--- src/sv/csfl_pkg.sv ---
// shared types, constants and greeting table for the checksummed frame link master
`default_nettype none

package csfl_pkg;

    // frame sizes
    localparam int TX_LEN      = 8;
    localparam int RX_LEN      = 12;
    localparam int GREET_LEN   = 48;
    localparam int FRAME_DEPTH = 64;
    localparam int FRAME_AW    = $clog2(FRAME_DEPTH);
    localparam int TX_IW       = (TX_LEN > 1) ? $clog2(TX_LEN) : 1;

    localparam logic [FRAME_AW-1:0] TX_LEN_W    = FRAME_AW'(TX_LEN);
    localparam logic [FRAME_AW-1:0] GREET_LEN_W = FRAME_AW'(GREET_LEN);
    localparam logic [FRAME_AW-1:0] RX_TOTAL    = FRAME_AW'(RX_LEN + 1);
    localparam logic [FRAME_AW-1:0] RX_LAST     = FRAME_AW'(RX_LEN - 1);

    // field widths
    localparam int OP_W   = 2;
    localparam int IDX_W  = 5;
    localparam int BYTE_W = 8;
    localparam int ADDR_W = 7;
    localparam int ACT_W  = 3;

    // input operation codes
    typedef enum logic [OP_W-1:0] {
        OP_LOAD   = 2'd0,
        OP_REQ    = 2'd1,
        OP_TXRDY  = 2'd2,
        OP_RXBYTE = 2'd3
    } t_op;

    // result action codes
    typedef enum logic [ACT_W-1:0] {
        ACT_NONE        = 3'd0,
        ACT_START_WRITE = 3'd1,
        ACT_SEND        = 3'd2,
        ACT_START_READ  = 3'd3,
        ACT_DELIVER     = 3'd4,
        ACT_REJECT      = 3'd5,
        ACT_DONE        = 3'd6
    } t_act;

    // link phase
    typedef enum logic [2:0] {
        PH_GREET     = 3'd0,
        PH_WRITE     = 3'd1,
        PH_SENDING   = 3'd2,
        PH_READ      = 3'd3,
        PH_RECEIVING = 3'd4
    } t_phase;

    // sequencer state
    typedef enum logic [2:0] {
        ST_IDLE,
        ST_COPY,
        ST_CKSUM,
        ST_EMIT,
        ST_DELIV,
        ST_DLOUT
    } t_state;

    // shared accumulator operations
    typedef enum logic [1:0] {
        ACC_HOLD,
        ACC_CLR,
        ACC_ADD,
        ACC_ADD_INV
    } t_acc_op;

    typedef struct packed {
        t_acc_op           op;
        logic [BYTE_W-1:0] operand;
    } t_acc_cmd;

    // frame buffer port request
    typedef struct packed {
        logic                we;
        logic [FRAME_AW-1:0] waddr;
        logic [BYTE_W-1:0]   wdata;
        logic                re;
        logic [FRAME_AW-1:0] raddr;
    } t_ram_req;

    // greeting frame payload, trailing zero included
    localparam logic [BYTE_W-1:0] GREETING [GREET_LEN] = '{
        8'hCC,
        8'h4C, 8'h65, 8'h74, 8'h27, 8'h73, 8'h20,
        8'h73, 8'h61, 8'h6D, 8'h62, 8'h61, 8'h20,
        8'h6E, 8'h78, 8'h74, 8'h20,
        8'h61, 8'h72, 8'h6D, 8'h20,
        8'h69, 8'h6E, 8'h20,
        8'h61, 8'h72, 8'h6D, 8'h2C, 8'h20,
        8'h28, 8'h63, 8'h29, 8'h4C, 8'h45, 8'h47, 8'h4F, 8'h20,
        8'h53, 8'h79, 8'h73, 8'h74, 8'h65, 8'h6D, 8'h20,
        8'h41, 8'h2F, 8'h53, 8'h00
    };

endpackage

`default_nettype wire

--- src/sv/csfl_frame_ram.sv ---
// frame buffer memory: one write port, one registered read port
`default_nettype none

module csfl_frame_ram
    import csfl_pkg::*;
(
    input  wire logic              i_clk,
    input  wire t_ram_req          i_req,
    output logic      [BYTE_W-1:0] o_rdata
);

    logic [BYTE_W-1:0] r_mem [FRAME_DEPTH];
    logic [BYTE_W-1:0] r_rdata;

    // write port
    always_ff @(posedge i_clk) begin
        if (i_req.we) begin
            r_mem[i_req.waddr] <= i_req.wdata;
        end
    end

    // registered read, holds between reads
    always_ff @(posedge i_clk) begin
        if (i_req.re) begin
            r_rdata <= r_mem[i_req.raddr];
        end
    end

    assign o_rdata = r_rdata;

endmodule

`default_nettype wire

--- src/sv/csfl_accum.sv ---
// shared 8-bit checksum accumulator
`default_nettype none

module csfl_accum
    import csfl_pkg::*;
(
    input  wire logic              i_clk,
    input  wire logic              i_rst_n,
    input  wire t_acc_cmd          i_cmd,
    output logic      [BYTE_W-1:0] o_sum
);

    logic [BYTE_W-1:0] r_sum;
    logic [BYTE_W-1:0] n_sum;
    logic [BYTE_W-1:0] add_res;

    // the one adder of the block
    assign add_res = r_sum + i_cmd.operand;

    always_comb begin
        case (i_cmd.op)
            ACC_CLR:     n_sum = '0;
            ACC_ADD:     n_sum = add_res;
            ACC_ADD_INV: n_sum = ~add_res;
            default:     n_sum = r_sum;
        endcase
    end

    always_ff @(posedge i_clk) begin
        if (!i_rst_n) begin
            r_sum <= '0;
        end else begin
            r_sum <= n_sum;
        end
    end

    assign o_sum = r_sum;

endmodule

`default_nettype wire

--- src/sv/csfl_ctrl.sv ---
// link sequencer: phase tracking, frame copy, send, receive, delivery and result register
`default_nettype none

module csfl_ctrl
    import csfl_pkg::*;
(
    input  wire logic                i_clk,
    input  wire logic                i_rst_n,
    // input beat
    input  wire logic                i_in_valid,
    output logic                     o_in_ready,
    input  wire t_op                 i_op,
    input  wire logic [IDX_W-1:0]    i_index,
    input  wire logic [BYTE_W-1:0]   i_data,
    // configuration
    input  wire logic [ADDR_W-1:0]   i_dev_addr,
    // shared units
    output t_acc_cmd                 o_acc_cmd,
    input  wire logic [BYTE_W-1:0]   i_acc_sum,
    output t_ram_req                 o_ram_req,
    input  wire logic [BYTE_W-1:0]   i_ram_rdata,
    // result beat
    output logic                     o_out_valid,
    input  wire logic                i_out_ready,
    output t_act                     o_action,
    output logic      [ADDR_W-1:0]   o_bus_address,
    output logic      [BYTE_W-1:0]   o_byte_out,
    output logic                     o_stop_request,
    output logic                     o_last
);

    // sequencer and link state
    t_state              r_state, n_state;
    t_phase              r_phase, n_phase;
    logic [FRAME_AW-1:0] r_bc, n_bc;
    logic [FRAME_AW-1:0] r_ft, n_ft;
    logic [FRAME_AW-1:0] r_cnt, n_cnt;
    logic [FRAME_AW-1:0] r_len, n_len;
    logic                r_is_greet, n_is_greet;

    // pending single result
    t_act                r_p_act, n_p_act;
    logic                r_p_addr, n_p_addr;
    logic                r_p_ram, n_p_ram;
    logic                r_p_stop, n_p_stop;

    // result register
    logic                r_o_valid, n_o_valid;
    t_act                r_o_act, n_o_act;
    logic [ADDR_W-1:0]   r_o_addr, n_o_addr;
    logic [BYTE_W-1:0]   r_o_byte, n_o_byte;
    logic                r_o_stop, n_o_stop;
    logic                r_o_last, n_o_last;

    // outgoing payload store
    logic [BYTE_W-1:0]   r_payload [TX_LEN];
    logic                pl_we;

    logic                in_fire;
    logic                out_free;
    logic                out_load;
    logic [FRAME_AW:0]   bc_p1;
    logic [FRAME_AW:0]   bc_p2;
    logic [FRAME_AW:0]   ft_x;
    logic [BYTE_W-1:0]   src_byte;

    assign in_fire  = i_in_valid && o_in_ready;
    assign out_free = !r_o_valid || i_out_ready;
    assign bc_p1    = {1'b0, r_bc} + (FRAME_AW+1)'(1);
    assign bc_p2    = {1'b0, r_bc} + (FRAME_AW+1)'(2);
    assign ft_x     = {1'b0, r_ft};
    assign src_byte = r_is_greet ? GREETING[r_cnt] : r_payload[r_cnt[TX_IW-1:0]];

    // next state and unit commands
    always_comb begin
        n_state    = r_state;
        n_phase    = r_phase;
        n_bc       = r_bc;
        n_ft       = r_ft;
        n_cnt      = r_cnt;
        n_len      = r_len;
        n_is_greet = r_is_greet;
        n_p_act    = r_p_act;
        n_p_addr   = r_p_addr;
        n_p_ram    = r_p_ram;
        n_p_stop   = r_p_stop;
        o_in_ready = (r_state == ST_IDLE);
        o_acc_cmd  = '{op: ACC_HOLD, operand: '0};
        o_ram_req  = '0;
        pl_we      = 1'b0;
        out_load   = 1'b0;
        n_o_act    = ACT_NONE;
        n_o_addr   = '0;
        n_o_byte   = '0;
        n_o_stop   = 1'b0;
        n_o_last   = 1'b1;

        case (r_state)
            ST_IDLE: begin
                if (in_fire) begin
                    case (i_op)
                        OP_LOAD: begin
                            pl_we = ({1'b0, i_index} < TX_LEN_W);
                        end
                        OP_REQ: begin
                            case (r_phase)
                                PH_GREET: begin
                                    n_is_greet = 1'b1;
                                    n_len      = GREET_LEN_W;
                                    n_cnt      = '0;
                                    o_acc_cmd  = '{op: ACC_CLR, operand: '0};
                                    n_state    = ST_COPY;
                                end
                                PH_WRITE: begin
                                    n_is_greet = 1'b0;
                                    n_len      = TX_LEN_W;
                                    n_cnt      = '0;
                                    o_acc_cmd  = '{op: ACC_CLR, operand: '0};
                                    n_state    = ST_COPY;
                                end
                                PH_READ: begin
                                    n_ft      = RX_TOTAL;
                                    n_bc      = '0;
                                    o_acc_cmd = '{op: ACC_CLR, operand: '0};
                                    n_phase   = PH_RECEIVING;
                                    n_p_act   = ACT_START_READ;
                                    n_p_addr  = 1'b1;
                                    n_p_ram   = 1'b0;
                                    n_p_stop  = 1'b0;
                                    n_state   = ST_EMIT;
                                end
                                default: begin
                                end
                            endcase
                        end
                        OP_TXRDY: begin
                            if (r_phase == PH_SENDING) begin
                                n_p_addr = 1'b0;
                                if (bc_p1 <= ft_x) begin
                                    // next frame byte, stop with the checksum byte
                                    o_ram_req.re    = 1'b1;
                                    o_ram_req.raddr = r_bc;
                                    n_p_act         = ACT_SEND;
                                    n_p_ram         = 1'b1;
                                    n_p_stop        = (bc_p1 == ft_x);
                                    n_bc            = bc_p1[FRAME_AW-1:0];
                                end else begin
                                    n_phase  = PH_READ;
                                    n_p_act  = ACT_DONE;
                                    n_p_ram  = 1'b0;
                                    n_p_stop = 1'b0;
                                end
                                n_state = ST_EMIT;
                            end
                        end
                        default: begin
                            if (r_phase == PH_RECEIVING) begin
                                if (bc_p2 < ft_x) begin
                                    o_ram_req.we    = 1'b1;
                                    o_ram_req.waddr = r_bc;
                                    o_ram_req.wdata = i_data;
                                    o_acc_cmd       = '{op: ACC_ADD, operand: i_data};
                                    n_bc            = bc_p1[FRAME_AW-1:0];
                                end else if (bc_p2 == ft_x) begin
                                    // last payload byte: fold into the expected checksum
                                    o_ram_req.we    = 1'b1;
                                    o_ram_req.waddr = r_bc;
                                    o_ram_req.wdata = i_data;
                                    o_acc_cmd       = '{op: ACC_ADD_INV, operand: i_data};
                                    n_bc            = bc_p1[FRAME_AW-1:0];
                                    n_p_act         = ACT_NONE;
                                    n_p_addr        = 1'b0;
                                    n_p_ram         = 1'b0;
                                    n_p_stop        = 1'b1;
                                    n_state         = ST_EMIT;
                                end else begin
                                    // checksum byte
                                    n_phase = PH_WRITE;
                                    if (i_data == i_acc_sum) begin
                                        n_cnt   = '0;
                                        n_state = ST_DELIV;
                                    end else begin
                                        n_p_act  = ACT_REJECT;
                                        n_p_addr = 1'b0;
                                        n_p_ram  = 1'b0;
                                        n_p_stop = 1'b0;
                                        n_state  = ST_EMIT;
                                    end
                                end
                            end
                        end
                    endcase
                end
            end

            // copy source bytes into the frame buffer and sum them
            ST_COPY: begin
                o_ram_req.we    = 1'b1;
                o_ram_req.waddr = r_cnt;
                o_ram_req.wdata = src_byte;
                o_acc_cmd       = '{op: ACC_ADD, operand: src_byte};
                n_cnt           = r_cnt + FRAME_AW'(1);
                if (n_cnt == r_len) begin
                    n_state = ST_CKSUM;
                end
            end

            // append checksum, fetch first byte
            ST_CKSUM: begin
                o_ram_req.we    = 1'b1;
                o_ram_req.waddr = r_len;
                o_ram_req.wdata = ~i_acc_sum;
                o_ram_req.re    = 1'b1;
                o_ram_req.raddr = '0;
                n_ft            = r_len + FRAME_AW'(1);
                n_bc            = FRAME_AW'(1);
                n_phase         = PH_SENDING;
                n_p_act         = ACT_START_WRITE;
                n_p_addr        = 1'b1;
                n_p_ram         = 1'b1;
                n_p_stop        = 1'b0;
                n_state         = ST_EMIT;
            end

            // hand the pending result to the output register
            ST_EMIT: begin
                if (out_free) begin
                    out_load = 1'b1;
                    n_o_act  = r_p_act;
                    n_o_addr = r_p_addr ? i_dev_addr : '0;
                    n_o_byte = r_p_ram ? i_ram_rdata : '0;
                    n_o_stop = r_p_stop;
                    n_o_last = 1'b1;
                    n_state  = ST_IDLE;
                end
            end

            // delivery: read one buffered byte
            ST_DELIV: begin
                o_ram_req.re    = 1'b1;
                o_ram_req.raddr = r_cnt;
                n_state         = ST_DLOUT;
            end

            ST_DLOUT: begin
                if (out_free) begin
                    out_load = 1'b1;
                    n_o_act  = ACT_DELIVER;
                    n_o_byte = i_ram_rdata;
                    n_o_last = (r_cnt == RX_LAST);
                    if (r_cnt == RX_LAST) begin
                        n_state = ST_IDLE;
                    end else begin
                        n_cnt   = r_cnt + FRAME_AW'(1);
                        n_state = ST_DELIV;
                    end
                end
            end

            default: begin
                n_state = ST_IDLE;
            end
        endcase

        // output valid bookkeeping
        if (out_load) begin
            n_o_valid = 1'b1;
        end else if (i_out_ready) begin
            n_o_valid = 1'b0;
        end else begin
            n_o_valid = r_o_valid;
        end
    end

    // control registers
    always_ff @(posedge i_clk) begin
        if (!i_rst_n) begin
            r_state    <= ST_IDLE;
            r_phase    <= PH_GREET;
            r_bc       <= '0;
            r_ft       <= '0;
            r_cnt      <= '0;
            r_len      <= '0;
            r_is_greet <= 1'b0;
            r_p_act    <= ACT_NONE;
            r_p_addr   <= 1'b0;
            r_p_ram    <= 1'b0;
            r_p_stop   <= 1'b0;
            r_o_valid  <= 1'b0;
        end else begin
            r_state    <= n_state;
            r_phase    <= n_phase;
            r_bc       <= n_bc;
            r_ft       <= n_ft;
            r_cnt      <= n_cnt;
            r_len      <= n_len;
            r_is_greet <= n_is_greet;
            r_p_act    <= n_p_act;
            r_p_addr   <= n_p_addr;
            r_p_ram    <= n_p_ram;
            r_p_stop   <= n_p_stop;
            r_o_valid  <= n_o_valid;
        end
    end

    // result payload
    always_ff @(posedge i_clk) begin
        if (out_load) begin
            r_o_act  <= n_o_act;
            r_o_addr <= n_o_addr;
            r_o_byte <= n_o_byte;
            r_o_stop <= n_o_stop;
            r_o_last <= n_o_last;
        end
    end

    // outgoing payload writes
    always_ff @(posedge i_clk) begin
        if (pl_we) begin
            r_payload[i_index[TX_IW-1:0]] <= i_data;
        end
    end

    assign o_out_valid    = r_o_valid;
    assign o_action       = r_o_act;
    assign o_bus_address  = r_o_addr;
    assign o_byte_out     = r_o_byte;
    assign o_stop_request = r_o_stop;
    assign o_last         = r_o_last;

endmodule

`default_nettype wire

--- src/sv/checksummed_frame_link_master.sv ---
// items: a load is handled in idle; an item with a single result waits in the emit state
// write request: payload copy plus checksum, the greeting or the TX_LEN-byte write payload
// delivery of a good read frame: RX_LEN bytes, one at a time, one frame-buffer read port
// throughput: one item at a time, the single shared adder and frame-buffer port set the pace
// reset: synchronous active low; greeting pending, device address 1, buffers not cleared
`default_nettype none

module checksummed_frame_link_master
    import csfl_pkg::*;
(
    input  wire logic                i_clk,
    input  wire logic                i_rst_n,
    // configuration write channel: device_address
    input  wire logic                i_cfg_valid,
    output logic                     o_cfg_ready,
    input  wire logic [ADDR_W-1:0]   i_cfg_data,
    // input stream
    input  wire logic                s_axis_tvalid,
    output logic                     s_axis_tready,
    input  wire logic [15:0]         s_axis_tdata,  // index[4:0], data[12:5], zero fill
    input  wire logic [OP_W-1:0]     s_axis_tuser,  // op[1:0]
    // result stream
    output logic                     m_axis_tvalid,
    input  wire logic                m_axis_tready,
    output logic      [15:0]         m_axis_tdata,  // bus_address[6:0], byte_out[14:7], stop[15]
    output logic      [ACT_W-1:0]    m_axis_tuser,  // action[2:0]
    output logic                     m_axis_tlast
);

    logic [ADDR_W-1:0] r_dev_addr;
    t_acc_cmd          acc_cmd;
    logic [BYTE_W-1:0] acc_sum;
    t_ram_req          ram_req;
    logic [BYTE_W-1:0] ram_rdata;
    t_act              action;
    logic [ADDR_W-1:0] bus_address;
    logic [BYTE_W-1:0] byte_out;
    logic              stop_request;

    // device address register, writable any time
    assign o_cfg_ready = 1'b1;

    always_ff @(posedge i_clk) begin
        if (!i_rst_n) begin
            r_dev_addr <= ADDR_W'(1);
        end else if (i_cfg_valid && o_cfg_ready) begin
            r_dev_addr <= i_cfg_data;
        end
    end

    csfl_ctrl u_ctrl (
        .i_clk          (i_clk),
        .i_rst_n        (i_rst_n),
        .i_in_valid     (s_axis_tvalid),
        .o_in_ready     (s_axis_tready),
        .i_op           (t_op'(s_axis_tuser)),
        .i_index        (s_axis_tdata[IDX_W-1:0]),
        .i_data         (s_axis_tdata[IDX_W+BYTE_W-1:IDX_W]),
        .i_dev_addr     (r_dev_addr),
        .o_acc_cmd      (acc_cmd),
        .i_acc_sum      (acc_sum),
        .o_ram_req      (ram_req),
        .i_ram_rdata    (ram_rdata),
        .o_out_valid    (m_axis_tvalid),
        .i_out_ready    (m_axis_tready),
        .o_action       (action),
        .o_bus_address  (bus_address),
        .o_byte_out     (byte_out),
        .o_stop_request (stop_request),
        .o_last         (m_axis_tlast)
    );

    csfl_accum u_accum (
        .i_clk   (i_clk),
        .i_rst_n (i_rst_n),
        .i_cmd   (acc_cmd),
        .o_sum   (acc_sum)
    );

    csfl_frame_ram u_ram (
        .i_clk   (i_clk),
        .i_req   (ram_req),
        .o_rdata (ram_rdata)
    );

    // result packing
    assign m_axis_tdata = {stop_request, byte_out, bus_address};
    assign m_axis_tuser = action;

endmodule

`default_nettype wire

--- config.mk ---
export PLATFORM = sky130hd
export DESIGN_NAME = checksummed_frame_link_master
export DESIGN_NICKNAME = d
export VERILOG_FILES = /design/src/sv/csfl_pkg.sv /design/src/sv/csfl_frame_ram.sv /design/src/sv/csfl_accum.sv /design/src/sv/csfl_ctrl.sv /design/src/sv/checksummed_frame_link_master.sv
export SDC_FILE = /design/constraint.sdc
export NUM_CORES = 1
export LEC_CHECK = 0
export ABC_AREA = 1
export BUFFER_PORTS_ARGS = -buffer_cell sky130_fd_sc_hd__buf_2
export CAP_MARGIN = 30
export CORE_MARGIN = 2
export CORE_UTILIZATION = 35
export CTS_CLUSTER_SIZE = 30
export DETAILED_ROUTE_END_ITERATION = 12
export RECOVER_POWER = 50
export SYNTH_ARGS = -nofsm -noshare
export SYNTH_HDL_FRONTEND = slang
export SYNTH_SLANG_ARGS = --single-unit
--- constraint.sdc ---
create_clock -name i_clk -period 6.1 [get_ports i_clk]
set_input_delay 0.305 -clock i_clk [delete_from_list [all_inputs] [get_ports i_clk]]
set_output_delay 0.305 -clock i_clk [all_outputs]
set_load 0.02 [all_outputs]
* Yosys cells after proc, flatten, opt, wreduce, memory -nomap -nowiden
Memories as Yosys holds them, arrays and structs flattened. A register that Yosys moved wholly into a read port is not among the register bits. Index checks and enable logic that the tools add are counted.
Storage, ports and cells: register bits after elaboration 73, bits in writable memories 576, memory bits (read-only) 512, input bits 30, output and inout bits 23, logic and storage cells 224, memories 3
Memories:
- (name not given) | depth 64, bits a word 8, read ports 1, clocked after memory_dff 0, wr ports 0, RTL line csfl_ctrl.sv:72 | assign src_byte = r_is_greet ? GREETING[r_cnt] : r_payload[r_cnt[TX_IW-1:0]];
- u_ram.r_mem | depth 64, bits a word 8, read ports 1, clocked after memory_dff 1, wr ports 1, RTL line csfl_frame_ram.sv:12 | logic [BYTE_W-1:0] r_mem [FRAME_DEPTH];
- u_ctrl.r_payload | depth 8, bits a word 8, read ports 1, clocked after memory_dff 1, wr ports 1, RTL line csfl_ctrl.sv:56 | logic [BYTE_W-1:0] r_payload [TX_LEN];
Cells by class: add/sub/neg operators 5, magnitude comparators 4, eq/ne operators 43, muxes and demuxes 121, bitwise logic cells 3, reduce and logical (&&, ||, !) cells 26
Operators with widths (number):
- $mux W6 | 18
- $mux W3 | 29
- $mux W15 | 4
- $mux W8 | 6
- $pmux W6 S2 | 4
- $pmux W15 S3 | 1
- $mux W10 | 4
- $pmux W10 S2 | 2
- $pmux W6 S3 | 2
- $mux W1 | 28
- $ne A3 B3 Y1 const B | 9
- $pmux W3 S3 | 3
- $pmux W3 S2 | 4
- $pmux W8 S3 | 1
- $mux W22 | 1
- $mux W7 | 3
- $pmux W7 S3 | 1
- $pmux W3 S6 | 1
- $reduce_and A9 Y1 | 2
- $ne A4 B4 Y1 const B | 4
- $not A8 Y8 | 2
- $pmux W8 S2 | 1
- $reduce_and A8 Y1 | 2
- $eq A7 B6 Y1 | 2
- 36 further kinds | 68

* Longest topological paths before layout
Gate-level depths: netlist of the first run.
depth in word-level cells 11, gate-level depth with buffers 25, depth with buffers taken out 24

* Modules after synthesis
A second synthesis of the first run with hierarchy kept.
Unflattened totals: cell total of the unflattened synthesis 2856, area total of the unflattened synthesis 29353.2 um2
By module, submodules not included:
- csfl_frame_ram | instances 1, cells an instance 1822, area each 21371.7 um2, sequential area each 15615.0 um2
- csfl_ctrl | instances 1, cells an instance 890, area each 7003.0 um2, sequential area each 3203.1 um2
- csfl_accum | instances 1, cells an instance 99, area each 679.4 um2, sequential area each 160.2 um2
- checksummed_frame_link_master | instances 1, cells an instance 45, area each 299.0 um2, sequential area each 140.1 um2

* Worst setup path after synthesis of the first run
OpenSTA, ideal clock, no wires.
kind reg-to-reg, start reg u_ctrl.r_state[1], end mem u_ram.r_mem[0][7], data pin, library setup time 0.702 ns, data arrival time 3.620 ns, required time 5.398 ns, setup slack 1.778 ns, stages on the path, launching flop included 6, path buffers 1, period minus slack after synthesis 4.322 ns, cells stage by stage dfxtp_1 > inv_1 > nor2_1 > clkinv_1 > clkbuf_1 > o21ai_0
RTL lines:
- from (decl) | RTL line csfl_ctrl.sv:33 | t_state r_state, n_state;
- from (signal assigned) | RTL line csfl_ctrl.sv:291 | r_state <= n_state;
- to (decl) | RTL line csfl_frame_ram.sv:12

==> results summary, run 1 <==
The maximum cell stage delay along the critical path is 1.10 ns. The first TritonRoute pass finished after 8 iterations. After detailed placement, the design holds a cell count of 4038. The number of buffers added on ports is between 40 and 50. The number of nets in the synthesized netlist is approximately 3000. The count of synthesis-stage warnings from yosys is 0.

The number of CTS-inserted buffers came out at between 70 and 80. The library cell used most frequently in the layout, excluding fill and tap cells, is sky130_fd_sc_hd__edfxtp_1. The worst-case vdd ir drop came out at around 0.00033 V. Among all flip-flop cells after synthesis, the most frequent one is sky130_fd_sc_hd__edfxtp_1.

The repair_antennas step left the layout with diodes totalling 0. The final RePlAce weighted congestion is approximately 0.87. The path type of the worst min-delay path is in2reg. The mean cell area of the mapped netlist is between 10 and 15 µm². The post-cts hold buffer count came out at 11. For the worst flop-to-flop path, the logic depth is 14. The post-layout instance area is around 34000 µm².

The total wire length after detailed routing came out at roughly 79000 µm. The count of cells in the finished layout, fillers not included, comes to around 4200. The number of gates resized after cts is 0. The maximum clock rate is roughly 200 MHz. The die covers a little under 90000 µm².

Synthesis instantiated just over 50 different standard cells from the library. The cell area after placement is 31800 µm². The depth of the CTS H-tree is 3.

The period utilization is between 80% and 90%. For this design the ratio of total power to cell area is about 400 nW/µm². After floorplanning, the core was divided into between 100 and 150 placement rows. The maximum fanout along the worst path is 36. The iteration-0 DRC count of the detailed router came out at ~2000. The I/O pin count is 53.

The critical path goes through ha_1, nand2_1, nor2_1, xor2_1, ha_1, nand2_1, a21oi_1, nand3_1, nand2_1, o21ai_0, nand3_1, o21ai_0, o21bai_1, buf_4. The average wire length per cell after detail routing came out at between 15 and 20 µm. The total area inside the core boundary comes to roughly 86000 µm². In this run the most critical hold path is launched from s_axis_tdata[1]. The register-to-register path setup slack is 0.99 ns.

Along the worst hold path, the cell count comes to 2. The clock transition at the registers of the reported paths is about 0.060 ns. The synthesized netlist cell count is about 3000.

The flow ran to the end, but the final reports show violations. The arrival time reported for the critical path endpoint is 5.46 ns. The slew at the pin closest to its max-slew limit is ~2.6 ns.

The floorplan step set the die width to approximately 300 µm. For hold timing, the worst endpoint is u_ctrl.r_payload[1][7]. STA classifies the critical path endpoint as a flip-flop. The ratio of cells with drive above 1 in the final layout is approximately 6.3%.

The effective utilization at floorplan came out at between 30% and 40%. The smallest clock period supported by the final layout is computed as around 5.1 ns. For this design, the slowest cell found on the critical path is sky130_fd_sc_hd__o21bai_1. The count of endpoints failing setup in the final report came out at 0. Counting flops and latches in the post-synthesis netlist gives ~650.

The via density per instance came out at ~5. The global-route wire length before repair is roughly 120000 µm. The cell area after technology mapping came out at just over 30000 µm². The worst register-to-register path begins at u_ctrl.r_bc[1].

The detailed-route via count is 21100. TritonCTS built the clock tree. The checks that failed: capacitance limit, slew limit. The leakage power came out at around 13 nW. The die boundary height came out at between 200 and 300 µm. The most numerous cell type found on the critical path is sky130_fd_sc_hd__nand2_1. The summed negative setup slack over all endpoints is 0 ns. For the final database, setup skew stands at about 0.033 ns.

Clock tree synthesis found a total of approximately 650 sinks. The net count of the finished layout is approximately 3000. The worst relative slew slack is -74.1%. The synthesized design contains between 600 and 700 enable-type register cells. The remaining global-route overflow came out at 0. The endpoint of the most critical register-to-register path is u_ram.r_mem[31][3].

Setup repair after global routing left no endpoint under its margin. The insertion delay to the later sink of the worst-skew pair is between 0.6 and 0.7 ns. In the routed design, unresolved DRC markers number 0. The number of global-route vias before repair came out at just over 20000. Detailed placement ended at an HPWL of between 40000 and 50000 µm. The library cells used most frequently in the layout, excluding fill and tap cells, are 604 x sky130_fd_sc_hd__edfxtp_1, 577 x sky130_fd_sc_hd__nand3_1, 486 x sky130_fd_sc_hd__nand2_1. The post-CTS setup-driven buffer insertion count is 0. The number of buffers on the longest clock path is 3. The remaining antenna violation count after routing came out at 0. The layout overhead on the synthesized area is 12.4%. The count of max-cap constraint violations came out at 6. The count of pins over their slew limit is between 300 and 400. The endpoint required time on the critical path came out at roughly 6.5 ns. The initial antenna violation count came out at 0. STA classifies the critical path startpoint as a flip-flop. In the global route stage, overall resource usage came out at 17.5%. Entering global routing, the biggest net connects 175 pins. The fraction of the yosys area taken by sequential cells is 63.0%.

The number of hold-slack violations in the final timing report came out at 0. CTS placed an instance of sky130_fd_sc_hd__clkbuf_16 at the clock tree root. The share of async-settable or async-resettable flops after synthesis came out at 0%.

The worst setup path is of the reg2reg kind.
-- cell type report --
class / instances / area, µm²
Clock inverter: 30 / 290
Sequential cell: 653 / 19100
Tap cell: 1144 / 1430
Clock buffer: 96 / 2010
Fill cell: 8278 / 51400
Multi-Input combinational cell: 1735 / 9030
Timing Repair Buffer: 107 / 679
Inverter: 411 / 1550
-- critical path, delay by kind of cell (launching register included) --
| family | cells | cell delay, ns |
|---|---|---|
| AOI/OAI and AO/OA | 4 | 1.91 |
| and+or+nand+nor | 6 | 1.05 |
| buffers and inverters | 1 | 0.66 |
| adders and majority gates | 2 | 0.51 |
| DFF | 1 | 0.46 |
| xor gates and xnor gates | 1 | 0.21 |
-- metrics by stage --
step                      setup slack, ns  power, W  hold slack [ns]  util, %
after floorplan                      1.78   0.00798            0.404        -
after global routing                0.598    0.0140           0.0476     39.9
after CTS                            1.41    0.0135          0.00970     40.0
after global placement               1.53   0.00918            0.447     37.2
final                               0.990    0.0134           0.0645     39.9
after detailed placement             1.48   0.00922            0.447     37.2
-- how the worst max path moves through the flow --
stage | slack, ns | to | start | depth (start not counted)
after CTS | 1.41 | u_ram.o_rdata[0] | u_ctrl.r_bc[1] | 21
after global routing | 0.60 | u_ram.r_mem[31][3] | u_ctrl.r_bc[1] | 14
after floorplan | 1.78 | u_ram.r_mem[0][7] | u_ctrl.r_state[1] | 5
final | 0.99 | u_ram.r_mem[31][3] | u_ctrl.r_bc[1] | 14
after detailed placement | 1.48 | u_ram.o_rdata[0] | u_ctrl.r_bc[1] | 21
after global placement | 1.53 | u_ram.o_rdata[0] | u_ctrl.r_bc[1] | 21
-- state kept, by name (all words and copies together), names as in the netlist, 2 cells and up, named ones only --
name                  cells
u_ctrl.r_bc               6
u_ctrl.r_phase            3
u_accum.o_sum             8
u_ram.r_mem             512
u_ctrl.r_state            3
u_ctrl.r_cnt              6
u_ctrl.r_p_act            3
u_ctrl.o_bus_address      7
u_ctrl.o_action           3
u_ctrl.o_byte_out         8
u_ram.o_rdata             8
u_ctrl.r_ft               4
u_ctrl.r_payload         64
u_ctrl.r_len              2
r_dev_addr                7
-- kinds of logic (layout without fill, tap and decap cells) --
group / Yosys count / after routing / synth area share (%)
and+or+nand+nor: 1466 / 1466 / 23.3
DFF: 653 / 653 / 63.0
buffers and inverters: 577 / 644 / 7.51
AOI/OAI and AO/OA: 218 / 218 / 4.31
adders and majority gates: 31 / 31 / 1.30
xor gates and xnor gates: 19 / 19 / 0.548
other: 1 / 1 / 0.0124
-- synthesized netlist by cell type, types with 5 or more instances --
library cell               instances  share of area (%)
sky130_fd_sc_hd__ha_1             30                1.2
sky130_fd_sc_hd__nand2_1         487                6.0
sky130_fd_sc_hd__a221oi_1          9               0.26
sky130_fd_sc_hd__clkbuf_1         59               0.73
sky130_fd_sc_hd__o21bai_1          7               0.17
sky130_fd_sc_hd__o21ai_2           7               0.20
sky130_fd_sc_hd__a31oi_1          11               0.23
sky130_fd_sc_hd__a211oi_1          9               0.22
sky130_fd_sc_hd__buf_2            76                1.3
sky130_fd_sc_hd__o22ai_1           6               0.12
sky130_fd_sc_hd__nand3b_1        184                4.6
sky130_fd_sc_hd__nand3_2           8               0.26
sky130_fd_sc_hd__dfxtp_1          49                3.2
sky130_fd_sc_hd__edfxtp_1        604                 60
sky130_fd_sc_hd__o311ai_0          5               0.14
sky130_fd_sc_hd__nand4_1           9               0.19
sky130_fd_sc_hd__o21ai_0          62                1.0
sky130_fd_sc_hd__o211ai_1          7               0.17
sky130_fd_sc_hd__nor2_1          164                2.0
sky130_fd_sc_hd__nor3_1           23               0.38
sky130_fd_sc_hd__nand3_1         576                9.5
sky130_fd_sc_hd__xnor2_1           8               0.23
sky130_fd_sc_hd__xor2_1           11               0.32
sky130_fd_sc_hd__buf_1            26               0.32
sky130_fd_sc_hd__buf_4             5               0.12
sky130_fd_sc_hd__inv_2             6              0.074
sky130_fd_sc_hd__inv_1           404                5.0
sky130_fd_sc_hd__a21oi_1          77                1.3
-- routing by layer --
layer	track usage [%]	routed length [µm]	up-vias
li1	-	-	10200
met4	5.52	2250	0
met1	24.1	34800	10100
met5	0	0	-
met2	28.3	37000	665
met3	2.62	4900	137
-- where the power goes --
part | internal, W | switching, W
clock | 0.00252 | 0.00177
sequential | 0.00577 | 0.000223
combinational | 0.000775 | 0.00238
total | 0.00907 | 0.00437
No activity file was read; power rests on OpenSTA's default activity.
==> inputs of run 2 (changes only) <==
==> constraint.sdc (replaced) <==
create_clock -name i_clk -period 4.7 [get_ports i_clk]
set_input_delay 0.235 -clock i_clk [delete_from_list [all_inputs] [get_ports i_clk]]
set_output_delay 0.235 -clock i_clk [all_outputs]
set_load 0.02 [all_outputs]
==> run 2 against run 1 <==
The run still ends with capacitance limit, slew limit left. Clock power rose by 31%. Via count rose by 1.7%. Global-route usage rose by 0.095 points. Worst setup slack got worse by 0.59 ns. Utilization rose by 0.89 points. Count of clock-buffer cells in the layout rose by 3. Cell area rose by 2.2%. Fmax rose by 19%. Flip-flop and latch count did not move. Non-clock buffer count rose by 91. Hold slack got worse by 0.022 ns. Register-to-register slack got worse by 0.59 ns.
==> results summary, run 2 (same netlist as run 1, synthesis figures left out) <==
Status: finished, violations left (unchanged). Violations in the final reports: capacitance limit, slew limit (unchanged). The HPWL reported at the end of detailed placement is 48700 µm (was 45600 µm).

The summed negative setup slack over all endpoints is 0 ns (unchanged). The total routing usage reported by global routing came to 17.6% (was 17.5%). The maximum fanout along the worst path is 29 (was 36). The endpoint required time on the critical path came out at 5.10 ns (was 6.45 ns). The first-pass iteration count of the detailed router was 5 (was 8). The worst-case vdd ir drop came out at 0.000328 V (about the same). The period utilization was 91.4% (was 83.8%). The layout overhead on the synthesized area is 14.9% (was 12.4%).

The source of the worst register-to-register timing path is u_ctrl.r_bc[1] (unchanged). The remaining antenna violation count after routing is 0 (unchanged). The power density normalized to cell area is 503 nW/µm² (was 394 nW/µm²). The detailed-route via count is 21500 (was 21100). The iteration-0 DRC count of the detailed router is 1899 (was 2009). Most frequent cells in the layout: 604 x sky130_fd_sc_hd__edfxtp_1, 576 x sky130_fd_sc_hd__nand3_1, 486 x sky130_fd_sc_hd__nand2_1 (was 604 x sky130_fd_sc_hd__edfxtp_1, 577 x sky130_fd_sc_hd__nand3_1, 486 x sky130_fd_sc_hd__nand2_1).

The commonest non-fill, non-tap cell in the layout is sky130_fd_sc_hd__edfxtp_1 (unchanged). Worst-path cell chain: ha_1, nand2_1, nor2_1, xor2_1, ha_1, nand2_1, a21oi_1, nand4_1, o21ai_2, nand3_2, o21ai_0, o21bai_1, clkbuf_2, buf_4 (was ha_1, nand2_1, nor2_1, xor2_1, ha_1, nand2_1, a21oi_1, nand3_1, nand2_1, o21ai_0, nand3_1, o21ai_0, o21bai_1, buf_4). The register-to-register path setup slack is 0.40 ns (was 0.99 ns).

The total number of nets in the final design came to 3134 (was 3041). The die boundary height is 298 µm (unchanged). The depth of the CTS H-tree came to 3 (unchanged).

The die outline area came to 89100 µm² (unchanged). The count of standard-cell rows came out at 107 (unchanged). The largest net degree at the start of global routing came out at 133 (was 175). The number of hold-slack violations in the final timing report came out at 0 (unchanged). The slowest library cell on the worst path was sky130_fd_sc_hd__clkbuf_2 (was sky130_fd_sc_hd__o21bai_1). The count of pins over their slew limit came out at 122 (was 324). The most flop-heavy register was u_ram.r_mem (unchanged). The clock sink total is 653 (unchanged). The number of buffers on the longest clock path was 3 (unchanged). The insertion delay to the later sink of the worst-skew pair is 0.63 ns (about the same).

The via density per instance came out at 5.03 (was 5.06). The number of buffers added on ports came out at 48 (unchanged). The core outline area came out at 85500 µm² (unchanged). The post-CTS setup-driven buffer insertion count came to 0 (unchanged).

The number of global-route vias before repair was 20600 (was 20300). The storage element area came out at 19100 µm² (unchanged). The number of CTS-inserted buffers is 74 (was 72).

The endpoint of the most critical register-to-register path is u_ram.r_mem[27][6] (was u_ram.r_mem[31][3]). The total wire length after detailed routing is 79000 µm (was 78900 µm). The average wire length per cell after detail routing was 18.5 µm (was 18.9 µm). The post-layout instance area is 34900 µm² (was 34100 µm²). The clock root buffer master is sky130_fd_sc_hd__clkbuf_16 (unchanged). The path type of the worst setup path is reg2reg (unchanged).

The effective utilization at floorplan is 35.5% (unchanged). The worst hold endpoint is r_dev_addr[5] (was u_ctrl.r_payload[1][7]). The number of antenna repair diodes is 0 (unchanged). The final RePlAce weighted congestion is 0.862 (was 0.865).

The number of gates resized after cts is 0 (unchanged). The remaining global-route overflow came out at 0 (unchanged). The maximum clock rate is 233 MHz (was 196 MHz). The chip width is 298 µm (unchanged). The slew at the pin closest to its max-slew limit came out at 2.27 ns (was 2.61 ns). The global-route wire length before repair is 122000 µm (was 121000 µm). The flip-flop count of the largest register, all copies and words added came out at 512 (unchanged).

The endpoint type of the worst setup path is a flip-flop (unchanged). The total power draw came out at 0.0175 W (was 0.0134 W). The path type of the worst min-delay path is in2reg (unchanged). The I/O pin count is 53 (unchanged). The count of max-cap constraint violations came out at 5 (was 6).

The post-route minimum period came out at 4.30 ns (was 5.11 ns). The ratio of cells with drive above 1 in the final layout came to 8.88% (was 6.27%). The length in cells of the worst reg-to-reg path came to 14 (unchanged). The leakage power is 13.3 nW (was 12.9 nW). The number of fillers in the final layout is 8204 (was 8278).

The TritonCTS clock tree is done (unchanged). The count of endpoints failing setup in the final report came out at 0 (unchanged). Setup repair after global routing missed its margin: false (unchanged). The cell depth of the worst hold path is 3 (was 2). The arrival time reported for the critical path endpoint came out at 4.70 ns (was 5.46 ns). The total area of multi-input combinational cells is 8990 µm² (was 9030 µm²). The element type at the critical path start was a flip-flop (unchanged). The initial antenna violation count came out at 0 (unchanged).

The maximum cell stage delay along the critical path is 0.76 ns (was 1.10 ns). The cell area after placement came out at 32500 µm² (was 31800 µm²). The worst relative slew slack was -51.4% (was -74.1%). The clock transition at the registers of the reported paths came out at 0.06 ns (about the same).

The worst clock skew came out at 0.0230 ns (was 0.0326 ns). The remaining routing DRC violations came out at 0 (unchanged). The start point of the worst hold path is i_cfg_valid (was s_axis_tdata[1]).
[run 2: cell count changes in the layout (fill, tap and decap cells not counted), sizes merged]
cell         previous run  this run
clkinv                 23        26
clkinvlp                1         2
inv                   412       414
bufinv                  5         4
dlygate4sd3            11        18
clkbuf                142       148
buf                    50       131
[run 2: worst max path at each step]
stage,start,to,cells after the start
floorplan,u_ctrl.r_state[1],u_ram.r_mem[0][7],5
global placement,u_ctrl.r_bc[1],u_ram.o_rdata[4],21
detailed placement,u_ctrl.r_bc[1],u_ram.o_rdata[7],21
CTS,u_ctrl.r_bc[1],u_ram.o_rdata[2],21
global route,u_ctrl.r_bc[1],u_accum.o_sum[7],24
finish,u_ctrl.r_bc[1],u_ram.r_mem[27][6],14
[run 2: worst max-delay path, delay by kind of cell, from the launching register on]
kind / cells / cell delay [ns]
compound gates: 4 / 1.11
buf+inv: 2 / 1.18
fa+ha+maj: 2 / 0.53
simple gates: 5 / 0.62
xor+xnor: 1 / 0.09
flops: 1 / 0.46
[run 2: final cells by class]
type                    instances  share of cell area [%]
repair buffers                198                    4.12
inverters                     411                    4.43
flip-flops and latches        653                    54.8
clock buffers                  99                    5.82
clock inverters                35                   0.908
multi-input cells            1735                    25.8
well taps                    1144                    4.11
[run 2: power breakdown]
part / leakage, nW / internal [W] / switching, W / total, W
Sequential: 5.93 / 0.00745 / 0.000217 / 0.00766
Combinational: 6.27 / 0.00108 / 0.00318 / 0.00426
Clock: 1.14 / 0.00327 / 0.00234 / 0.00561
[run 2: through the flow]
step           hold slack [ns]  setup slack (ns)  cells  utilization (%)
2_1_floorplan            0.334             0.378   2965                -
3_3_place_gp             0.444             0.569   4122             38.0
3_5_place_dp             0.450             0.584   4123             38.0
4_1_cts                0.00853             0.554   4275             41.0
5_1_grt                 0.0692             0.111   4275             40.8
6_report                0.0420             0.403   4275             40.8
[run 2: timing repair]
item | in CTS | in global routing
hold endpoints to repair | 72 | 0
endpoints found under the setup margin | 0 | 0
hold buffers | 18 | 0
[run 2: layer usage]
layer / track usage, % / vias to the layer above / routed length (µm) / part of all wire (%)
met1: 23.9 / 10300 / 34600 / 44
met4: 5.95 / 0 / 2290 / 2.9
met3: 2.83 / 135 / 4690 / 5.9
met2: 28.6 / 641 / 37400 / 47
li1: - / 10400 / - / -
met5: 0 / - / 0 / 0
